--- src/rtl/ggc_pkg.sv ---
// ----------------------------------------------------------------------------
// ggc_pkg
// shared codes and controller/datapath link types for the greedy colouring table
// ----------------------------------------------------------------------------
package ggc_pkg;

    localparam int ACT_W    = 4;
    localparam int ID_W     = 16;
    localparam int STATUS_W = 2;
    localparam int VALUE_W  = 7;
    localparam int NCOUNT_W = 7;
    localparam int ECOUNT_W = 11;

    // action codes
    localparam logic [ACT_W-1:0] ACT_ADD_NODE   = 4'd0;
    localparam logic [ACT_W-1:0] ACT_ADD_EDGE   = 4'd1;
    localparam logic [ACT_W-1:0] ACT_REM_NODE   = 4'd2;
    localparam logic [ACT_W-1:0] ACT_REM_EDGE   = 4'd3;
    localparam logic [ACT_W-1:0] ACT_DEGREE     = 4'd4;
    localparam logic [ACT_W-1:0] ACT_MAX_DEGREE = 4'd5;
    localparam logic [ACT_W-1:0] ACT_COLOR      = 4'd6;
    localparam logic [ACT_W-1:0] ACT_READ_COLOR = 4'd7;
    localparam logic [ACT_W-1:0] ACT_CLEAR      = 4'd8;

    // result status codes
    localparam logic [STATUS_W-1:0] ST_OK        = 2'd0;
    localparam logic [STATUS_W-1:0] ST_REJECT    = 2'd1;
    localparam logic [STATUS_W-1:0] ST_NOT_FOUND = 2'd2;
    localparam logic [STATUS_W-1:0] ST_FULL      = 2'd3;

    // slot sweep kinds
    localparam logic [2:0] SCAN_NONE   = 3'd0;
    localparam logic [2:0] SCAN_LOOK   = 3'd1;
    localparam logic [2:0] SCAN_MAXDEG = 3'd2;
    localparam logic [2:0] SCAN_RANK   = 3'd3;
    localparam logic [2:0] SCAN_NEIGH  = 3'd4;
    localparam logic [2:0] SCAN_REMOVE = 3'd5;

    // point read select
    localparam logic [1:0] RD_A = 2'd0;
    localparam logic [1:0] RD_B = 2'd1;
    localparam logic [1:0] RD_S = 2'd2;

    // result value select
    localparam logic [1:0] VS_ZERO = 2'd0;
    localparam logic [1:0] VS_DEG  = 2'd1;
    localparam logic [1:0] VS_COL  = 2'd2;
    localparam logic [1:0] VS_MAX  = 2'd3;

    typedef struct packed {
        logic                load;
        logic [2:0]          scan;
        logic [1:0]          rd_sel;
        logic                create_a;
        logic                create_b;
        logic                link_wr;
        logic                link_b;
        logic                edge_fin;
        logic                rem_take;
        logic                rem_fin;
        logic                color_init;
        logic                rank_clr;
        logic                rank_inc;
        logic                row_take;
        logic                pick_init;
        logic                pick_step;
        logic                col_wr;
        logic                clear_all;
        logic                res_we;
        logic [STATUS_W-1:0] res_st;
        logic [1:0]          res_vsel;
        logic                out_load;
    } t_cmd;

    typedef struct packed {
        logic [ACT_W-1:0] act;
        logic             fa;
        logic             fb;
        logic [1:0]       nf;
        logic             a_eq_b;
        logic             bit_ab;
        logic             scan_done;
        logic             rank_end;
        logic             fs;
        logic             pick_done;
        logic             out_free;
    } t_sts;

endpackage

--- src/rtl/ggc_ctrl.sv ---
// ----------------------------------------------------------------------------
// ggc_ctrl
// sequencer that steps the datapath through each action
// ----------------------------------------------------------------------------
module ggc_ctrl import ggc_pkg::*; (
    input  logic i_clk,
    input  logic i_rst_n,
    input  logic i_valid,
    output logic o_ready,
    input  t_sts i_sts,
    output t_cmd o_cmd
);

    localparam logic [4:0] S_IDLE    = 5'd0;
    localparam logic [4:0] S_START   = 5'd1;
    localparam logic [4:0] S_LOOK    = 5'd2;
    localparam logic [4:0] S_DISP    = 5'd3;
    localparam logic [4:0] S_CHK     = 5'd4;
    localparam logic [4:0] S_NEW_B   = 5'd5;
    localparam logic [4:0] S_L_RDA   = 5'd6;
    localparam logic [4:0] S_L_WRA   = 5'd7;
    localparam logic [4:0] S_L_WRB   = 5'd8;
    localparam logic [4:0] S_R_RD    = 5'd9;
    localparam logic [4:0] S_R_SWEEP = 5'd10;
    localparam logic [4:0] S_VAL     = 5'd11;
    localparam logic [4:0] S_MAX     = 5'd12;
    localparam logic [4:0] S_C_CHK   = 5'd13;
    localparam logic [4:0] S_C_SCAN  = 5'd14;
    localparam logic [4:0] S_C_SEL   = 5'd15;
    localparam logic [4:0] S_C_ROW   = 5'd16;
    localparam logic [4:0] S_C_NEIGH = 5'd17;
    localparam logic [4:0] S_C_PICK  = 5'd18;
    localparam logic [4:0] S_DONE    = 5'd19;

    logic [4:0] r_state;
    logic [4:0] n_state;

    assign o_ready = (r_state == S_IDLE);

    always_ff @(posedge i_clk) begin
        if (!i_rst_n) begin
            r_state <= S_IDLE;
        end else begin
            r_state <= n_state;
        end
    end

    always_comb begin
        n_state = r_state;
        o_cmd   = '0;
        o_cmd.scan   = SCAN_NONE;
        o_cmd.rd_sel = RD_A;
        unique case (r_state)
            S_IDLE: begin
                if (i_valid) begin
                    o_cmd.load = 1'b1;
                    n_state    = S_START;
                end
            end
            S_START: begin
                unique case (i_sts.act) inside
                    ACT_ADD_NODE, ACT_ADD_EDGE, ACT_REM_NODE, ACT_REM_EDGE,
                    ACT_DEGREE, ACT_READ_COLOR: begin
                        n_state = S_LOOK;
                    end
                    ACT_MAX_DEGREE, ACT_COLOR: begin
                        n_state = S_MAX;
                    end
                    ACT_CLEAR: begin
                        o_cmd.clear_all = 1'b1;
                        o_cmd.res_we    = 1'b1;
                        o_cmd.res_st    = ST_OK;
                        n_state         = S_DONE;
                    end
                    default: begin
                        o_cmd.res_we = 1'b1;
                        o_cmd.res_st = ST_REJECT;
                        n_state      = S_DONE;
                    end
                endcase
            end
            S_LOOK: begin
                o_cmd.scan = SCAN_LOOK;
                if (i_sts.scan_done) begin
                    n_state = S_DISP;
                end
            end
            S_DISP: begin
                o_cmd.rd_sel = RD_A;
                unique case (i_sts.act) inside
                    ACT_ADD_NODE: begin
                        o_cmd.res_we = 1'b1;
                        n_state      = S_DONE;
                        if (i_sts.fa) begin
                            o_cmd.res_st = ST_REJECT;
                        end else if (i_sts.nf == 2'd0) begin
                            o_cmd.res_st = ST_FULL;
                        end else begin
                            o_cmd.create_a = 1'b1;
                            o_cmd.res_st   = ST_OK;
                        end
                    end
                    ACT_ADD_EDGE: begin
                        if (i_sts.a_eq_b) begin
                            o_cmd.res_we = 1'b1;
                            o_cmd.res_st = ST_REJECT;
                            n_state      = S_DONE;
                        end else if (i_sts.fa && i_sts.fb) begin
                            n_state = S_CHK;
                        end else if ((!i_sts.fa && !i_sts.fb) ? (i_sts.nf != 2'd2)
                                                              : (i_sts.nf == 2'd0)) begin
                            o_cmd.res_we = 1'b1;
                            o_cmd.res_st = ST_FULL;
                            n_state      = S_DONE;
                        end else begin
                            o_cmd.create_a = !i_sts.fa;
                            n_state        = S_NEW_B;
                        end
                    end
                    ACT_REM_NODE: begin
                        if (!i_sts.fa) begin
                            o_cmd.res_we = 1'b1;
                            o_cmd.res_st = ST_NOT_FOUND;
                            n_state      = S_DONE;
                        end else begin
                            n_state = S_R_RD;
                        end
                    end
                    ACT_REM_EDGE: begin
                        if (!i_sts.fa || !i_sts.fb) begin
                            o_cmd.res_we = 1'b1;
                            o_cmd.res_st = ST_NOT_FOUND;
                            n_state      = S_DONE;
                        end else begin
                            n_state = S_CHK;
                        end
                    end
                    ACT_DEGREE, ACT_READ_COLOR: begin
                        if (!i_sts.fa) begin
                            o_cmd.res_we = 1'b1;
                            o_cmd.res_st = ST_NOT_FOUND;
                            n_state      = S_DONE;
                        end else begin
                            n_state = S_VAL;
                        end
                    end
                    default: begin
                        o_cmd.res_we = 1'b1;
                        o_cmd.res_st = ST_REJECT;
                        n_state      = S_DONE;
                    end
                endcase
            end
            S_CHK: begin
                if (i_sts.act == ACT_ADD_EDGE) begin
                    if (i_sts.bit_ab) begin
                        o_cmd.res_we = 1'b1;
                        o_cmd.res_st = ST_REJECT;
                        n_state      = S_DONE;
                    end else begin
                        n_state = S_L_RDA;
                    end
                end else begin
                    if (!i_sts.bit_ab) begin
                        o_cmd.res_we = 1'b1;
                        o_cmd.res_st = ST_NOT_FOUND;
                        n_state      = S_DONE;
                    end else begin
                        n_state = S_L_RDA;
                    end
                end
            end
            S_NEW_B: begin
                o_cmd.create_b = !i_sts.fb;
                n_state        = S_L_RDA;
            end
            S_L_RDA: begin
                o_cmd.rd_sel = RD_A;
                n_state      = S_L_WRA;
            end
            S_L_WRA: begin
                o_cmd.link_wr = 1'b1;
                o_cmd.rd_sel  = RD_B;
                n_state       = S_L_WRB;
            end
            S_L_WRB: begin
                o_cmd.link_wr  = 1'b1;
                o_cmd.link_b   = 1'b1;
                o_cmd.edge_fin = 1'b1;
                o_cmd.res_we   = 1'b1;
                o_cmd.res_st   = ST_OK;
                n_state        = S_DONE;
            end
            S_R_RD: begin
                o_cmd.rem_take = 1'b1;
                n_state        = S_R_SWEEP;
            end
            S_R_SWEEP: begin
                o_cmd.scan = SCAN_REMOVE;
                if (i_sts.scan_done) begin
                    o_cmd.rem_fin = 1'b1;
                    o_cmd.res_we  = 1'b1;
                    o_cmd.res_st  = ST_OK;
                    n_state       = S_DONE;
                end
            end
            S_VAL: begin
                o_cmd.res_we   = 1'b1;
                o_cmd.res_st   = ST_OK;
                o_cmd.res_vsel = (i_sts.act == ACT_DEGREE) ? VS_DEG : VS_COL;
                n_state        = S_DONE;
            end
            S_MAX: begin
                o_cmd.scan = SCAN_MAXDEG;
                if (i_sts.scan_done) begin
                    if (i_sts.act == ACT_COLOR) begin
                        o_cmd.color_init = 1'b1;
                        n_state          = S_C_CHK;
                    end else begin
                        o_cmd.res_we   = 1'b1;
                        o_cmd.res_st   = ST_OK;
                        o_cmd.res_vsel = VS_MAX;
                        n_state        = S_DONE;
                    end
                end
            end
            S_C_CHK: begin
                if (i_sts.rank_end) begin
                    o_cmd.res_we = 1'b1;
                    o_cmd.res_st = ST_OK;
                    n_state      = S_DONE;
                end else begin
                    o_cmd.rank_clr = 1'b1;
                    n_state        = S_C_SCAN;
                end
            end
            S_C_SCAN: begin
                o_cmd.scan = SCAN_RANK;
                if (i_sts.scan_done) begin
                    n_state = S_C_SEL;
                end
            end
            S_C_SEL: begin
                o_cmd.rd_sel = RD_S;
                if (i_sts.fs) begin
                    n_state = S_C_ROW;
                end else begin
                    o_cmd.rank_inc = 1'b1;
                    n_state        = S_C_CHK;
                end
            end
            S_C_ROW: begin
                o_cmd.row_take = 1'b1;
                n_state        = S_C_NEIGH;
            end
            S_C_NEIGH: begin
                o_cmd.scan = SCAN_NEIGH;
                if (i_sts.scan_done) begin
                    o_cmd.pick_init = 1'b1;
                    n_state         = S_C_PICK;
                end
            end
            S_C_PICK: begin
                if (i_sts.pick_done) begin
                    o_cmd.col_wr   = 1'b1;
                    o_cmd.rank_inc = 1'b1;
                    n_state        = S_C_CHK;
                end else begin
                    o_cmd.pick_step = 1'b1;
                end
            end
            S_DONE: begin
                if (i_sts.out_free) begin
                    o_cmd.out_load = 1'b1;
                    n_state        = S_IDLE;
                end
            end
            default: begin
                n_state = S_IDLE;
            end
        endcase
    end

endmodule

--- config.mk ---
export PLATFORM = sky130hd
export DESIGN_NAME = ggc_ctrl
export DESIGN_NICKNAME = d
export VERILOG_FILES = /design/src/rtl/ggc_pkg.sv /design/src/rtl/ggc_ctrl.sv
export SDC_FILE = /design/constraint.sdc
export NUM_CORES = 1
export LEC_CHECK = 0
export BUFFER_PORTS_ARGS = -buffer_cell sky130_fd_sc_hd__buf_2
export CAP_MARGIN = 20
export CORE_MARGIN = 3
export CORE_UTILIZATION = 50
export DETAILED_ROUTE_END_ITERATION = 16
export PLACE_DENSITY = 0.78
export SYNTH_ARGS = -nofsm -noshare
export SYNTH_HDL_FRONTEND = slang
export SYNTH_SLANG_ARGS = --single-unit
--- constraint.sdc ---
create_clock -name i_clk -period 4.6 [get_ports i_clk]
set_input_delay 0.69 -clock i_clk [delete_from_list [all_inputs] [get_ports i_clk]]
set_output_delay 0.69 -clock i_clk [all_outputs]
set_load 0.05 [all_outputs]
# Word level (Yosys, flattened, before mapping)
# Cells that the tools add are included.
totals:
  ff_bits: 5
  inputBits: 18
  out_inout_bits: 28
  word_cells: 129
op_classes:
  n_eq_ne: 36
  muxes: 76
  n_reduce_logical: 16
ops:
  columns: ["op", "n"]
  rows:
  - ["$mux 5", 22]
  - ["$pmux 5 s19", 1]
  - ["$eq 5x4->1 const B", 8]
  - ["$mux 3", 10]
  - ["$mux 1", 28]
  - ["$pmux 3 s7", 1]
  - ["$eq 5x3->1 const B", 4]
  - ["$eq 5x5->1 const B", 4]
  - ["$pmux 5 s4", 1]
  - ["$ne 2x2->1 const B", 9]
  - ["$eq 4x3->1 const B", 4]
  - ["$pmux 3 s5", 1]
  - ["$pmux 3 s4", 1]
  - ["$eq 5x2->1 const B", 2]
  - ["$mux 2", 5]
  - ["$pmux 5 s2", 1]
  - ["$eq 4x2->1 const B", 2]
  - ["$pmux 2 s2", 2]
  - ["$reduce_and 8->1", 1]
  - ["$reduce_or 2->1", 4]
  - ["$reduce_or 8->1", 1]
  - ["$pmux 3 s2", 1]
  - ["$reduce_or 6->1", 1]
  - ["$eq 5x1->1 const B", 1]
  - ["10 further kinds", 13]

# Depth between registers and ports, before layout
depth:
  word_depth: 8
  depth_mapped: 9
  ltp_nobuf: 8

# Least setup slack after synthesis
# OpenSTA, ideal clock, no wires.
synth_path:
  kind: "input to output"
  start: "input port i_sts[11] (netlist bit)"
  end: "output port o_cmd[20] (netlist bit)"
  t_arrival_ns: 2.926
  t_required_ns: 3.910
  path_slack_ns: 0.984
  stages: 5
  path_buffers: 1
  cell_sequence: "clkbuf_1 nand2b_1 nor4_1 a21oi_1 nor4_1"
synth_lines:
  columns: ["item", "line", "source"]
  rows:
  - ["from (decl)", "ggc_ctrl.sv:10", "input t_sts i_sts,"]
  - ["to (decl)", "ggc_ctrl.sv:11", "output t_cmd o_cmd"]

==> summary.txt <==
Floorplan
  • Total number of placement rows: 18
  • Die height: 57.60 µm
  • Initial core utilization: 0.5325
  • # IOs: 46
  • Die outline area: 3318 µm²
  • Floorplan Core Area: 2500 µm²
  • Floorplan die width: 57.60 µm

Finish
  • Layout Area Growth over Synthesis: 10.62%
  • Number of antenna repair diodes: 0
  • Largest registers ranked by flip-flop count: r_state x5
  • Commonest non-fill, non-tap cell in the layout: sky130_fd_sc_hd__buf_2
  • Number of nets at the end of the flow: 253
  • Highest-count cells in the layout ignoring fill and taps: sky130_fd_sc_hd__buf_2 (45), sky130_fd_sc_hd__nor2_1 (30), sky130_fd_sc_hd__nand2_1 (16)
  • Ratio of cells with drive above 1 in the final layout: 0.2759
  • Number of flip-flops under the largest register name: 5
  • Final Core Density: 0.5891
  • Largest register by flop count: r_state

Setup path
  • Critical path data arrival time: 2820 ps
  • Logic depth of the worst path, buffers included: 10
  • Crit Reg-Reg Startpoint: r_state[1]
  • Launching element type of the critical path: input port
  • Startpoint of the worst setup timing path: i_sts[12]
  • Critical Path End Type: primary output
  • CP max stage delay: 290 ps
  • Critical Path Fanout Max: 17
  • End point of the critical path: o_cmd[5]
  • Startpoint-to-endpoint class of the critical path: input port to primary output
  • R2R Setup Slk: 2320 ps
  • Critical path, cell by cell: buf_2 > nand2b_1 > nor3_1 > inv_1 > ha_1 > nor3_1 > a311oi_1 > o311ai_0 > a211o_1 > buf_2
  • CP max stage cell: sky130_fd_sc_hd__ha_1
  • Dominant delay contributor by cell family on the critical path: compound AO/OA/AOI/OAI gates
  • Crit path buf inv count: 3
  • Reg-to-Reg End: r_state[4]
  • Required time of the critical path: 3910 ps
  • Worst Reg-to-Reg Cells: 5

Power and ir drop
  • Peak VDD IR: 0.2813 mV
  • Static power due to leakage: 0.6599 nW
  • Power per cell area: 356.0 nW/µm²

Clock network
  • Skew-Pair Late Insertion Delay: 240 ps
  • TritonCTS buffer count: 3
  • H-Tree Depth: 1
  • Clock tree root buffer cell: sky130_fd_sc_hd__clkbuf_4
  • Setup fix buffers added after clock tree synthesis: 0
  • CTS Sinks: 5
  • Count of cells resized by post-cts repair: 0
  • Max Buffers Root-to-Sink: 2
  • Register clock-pin slew on the reported worst setup and hold paths: 40 ps
  • Clock tree from TritonCTS: done
  • CTS hold repair buffers: 0

Detailed routing
  • Total length of routed wires: 3.700 mm
  • Residual DRC count: 0
  • Mean routed wirelength per cell: 14.12 µm
  • Router iterations before antenna repair: 4
  • DRC marker count from the first detailed-route iteration: 108
  • Vias after detailed routing: 1602
  • Antenna violation net count after detailed routing: 0
  • Vias per cell: 6.115

Timing
  • Min Tclk post-route: 3511 ps
  • Share of the clock period used by the worst path after layout: 0.7633
  • RSZ-0062 raised after global routing: no
  • Peak clock frequency supported by timing: 284.8 MHz
  • Worst clock skew: 0.9850 ps
  • Final hold violations: 0
  • Final setup violation count: 0
  • Relative max-transition margin: 0.5366
  • Transition time of the tightest slew-check pin: 694.2 ps
  • Post-Route Setup TNS: 0 ps
  • Max-slew violation count: 0

Placement
  • Post-detail-place hpwl: 2.848 mm
  • Final weighted congestion in routability-driven placement: 0.9303
  • Count of input and output buffers: 45

Synthesis
  • Proportion of synthesized chip area in sequential cells: 0.07519
  • Distinct cell type count after synthesis: 60
  • Commonest register cell after synthesis: sky130_fd_sc_hd__dfxtp_1
  • Mapped cell area: 1331 µm²
  • Post-Synthesis Mean Instance Area: 6.558 µm²
  • Number of synthesized flops with an enable pin: 0
  • Number of standard cells after synthesis: 203
  • Synth Net Count: 223
  • Async SR Flop Fraction: 0
  • Synthesis warning total: 0
  • FF+latch count, synth: 5

GRT
  • Gr ovfl total: 0
  • Global Route Usage Sum: 0.2264
  • Wire length of the first global-routing pass: 6.154 mm
  • Vias in the first global route: 1336
  • Initial antenna violation count: 0
  • Maximum number of pins on one net before global-route repair: 25

Hold path
  • Classification of the worst-slack hold path: register to register

Flow run
  • Maximum Capacitance Violations: 0

Status
  • Run status: complete, no violations
logic make-up (layout without fill, tap and decap cells):
family                     count (synthesis)  count (layout)  synth area share
and+or+nand+nor                          108             108            0.4389
AOI/OAI and AO/OA                         59              59            0.3224
muxes                                      1               1          0.007519
buffers and inverters                     27              56            0.1306
DFF                                        5               5           0.07519
xor gates and xnor gates                   1               1          0.006580
adders and majority gates                  2               2           0.01879
metal layers:
metal | global-route usage | share of wire | up-vias
li1 | - | - | 803
met1 | 0.3351 | 0.45 | 725
met2 | 0.3371 | 0.46 | 72
met3 | 0.04072 | 0.089 | 2
met4 | 0.05298 | 0.0057 | 0
met5 | 0 | 0 | -
worst reg2reg max path, stage by stage (launching register included):
cell and delay, ps:
sky130_fd_sc_hd__dfxtp_1 760, sky130_fd_sc_hd__or2_1 390, sky130_fd_sc_hd__nor3_1 100, sky130_fd_sc_hd__a311oi_1 280, sky130_fd_sc_hd__o311ai_0 260, sky130_fd_sc_hd__a221o_1 380
synthesized netlist by cell type, drive strengths merged (3+ instances only):
library cell / n / area share
and3: 4 / 0.019
or2: 4 / 0.019
a211o: 3 / 0.021
nand2b: 7 / 0.033
nor2b: 9 / 0.042
nand2: 16 / 0.045
and3b: 3 / 0.022
nor3b: 3 / 0.017
dfxtp: 5 / 0.075
buf: 4 / 0.035
nor2: 30 / 0.085
nand3: 5 / 0.019
a311oi: 3 / 0.020
nor3: 13 / 0.049
o21ai: 12 / 0.045
a21oi: 13 / 0.049
clkbuf: 16 / 0.076
a22oi: 3 / 0.017
inv: 7 / 0.020
or3: 4 / 0.023
power breakdown:
group	total [W]	internal, W	switching (W)	leakage (nW)
clock network	0.0000510	0.0000328	0.0000182	0.0150
logic	0.000368	0.000125	0.000243	0.604
registers	0.000105	0.0000540	0.0000510	0.0409
layout make-up:
class	instances	area [µm²]
Sequential cell	5	100.1
Clock buffer	4	26.28
Inverter	7	26.28
Fill cell	267	1027
Multi-Input combinational cell	171	1057
Timing Repair Buffer	45	225.2
Tap cell	30	37.54
worst min-delay path by stage:
stage,from,end,slack (ps),depth (start not counted)
floorplan,r_state[4],r_state[4],710,3
global placement,r_state[3],r_state[3],710,2
detailed placement,r_state[0],r_state[0],730,2
CTS,r_state[0],r_state[0],730,2
global route,r_state[0],r_state[0],790,2
finish,r_state[0],r_state[0],740,2
stage by stage:
step	worst slack, ps	hold WS [ps]	std cells	total power [W]	area (µm²)
floorplan	983.8	707.5	203	0.0004326	1331
global placement	1165	710.0	258	0.0004679	1446
detailed placement	1132	727.6	258	0.0004676	1446
CTS	1132	734.6	262	0.0005212	1473
global route	950.1	786.9	262	0.0005624	1473
finish	1089	740.4	262	0.0005242	1473
Note: power is estimated with default switching activity, not from simulation.
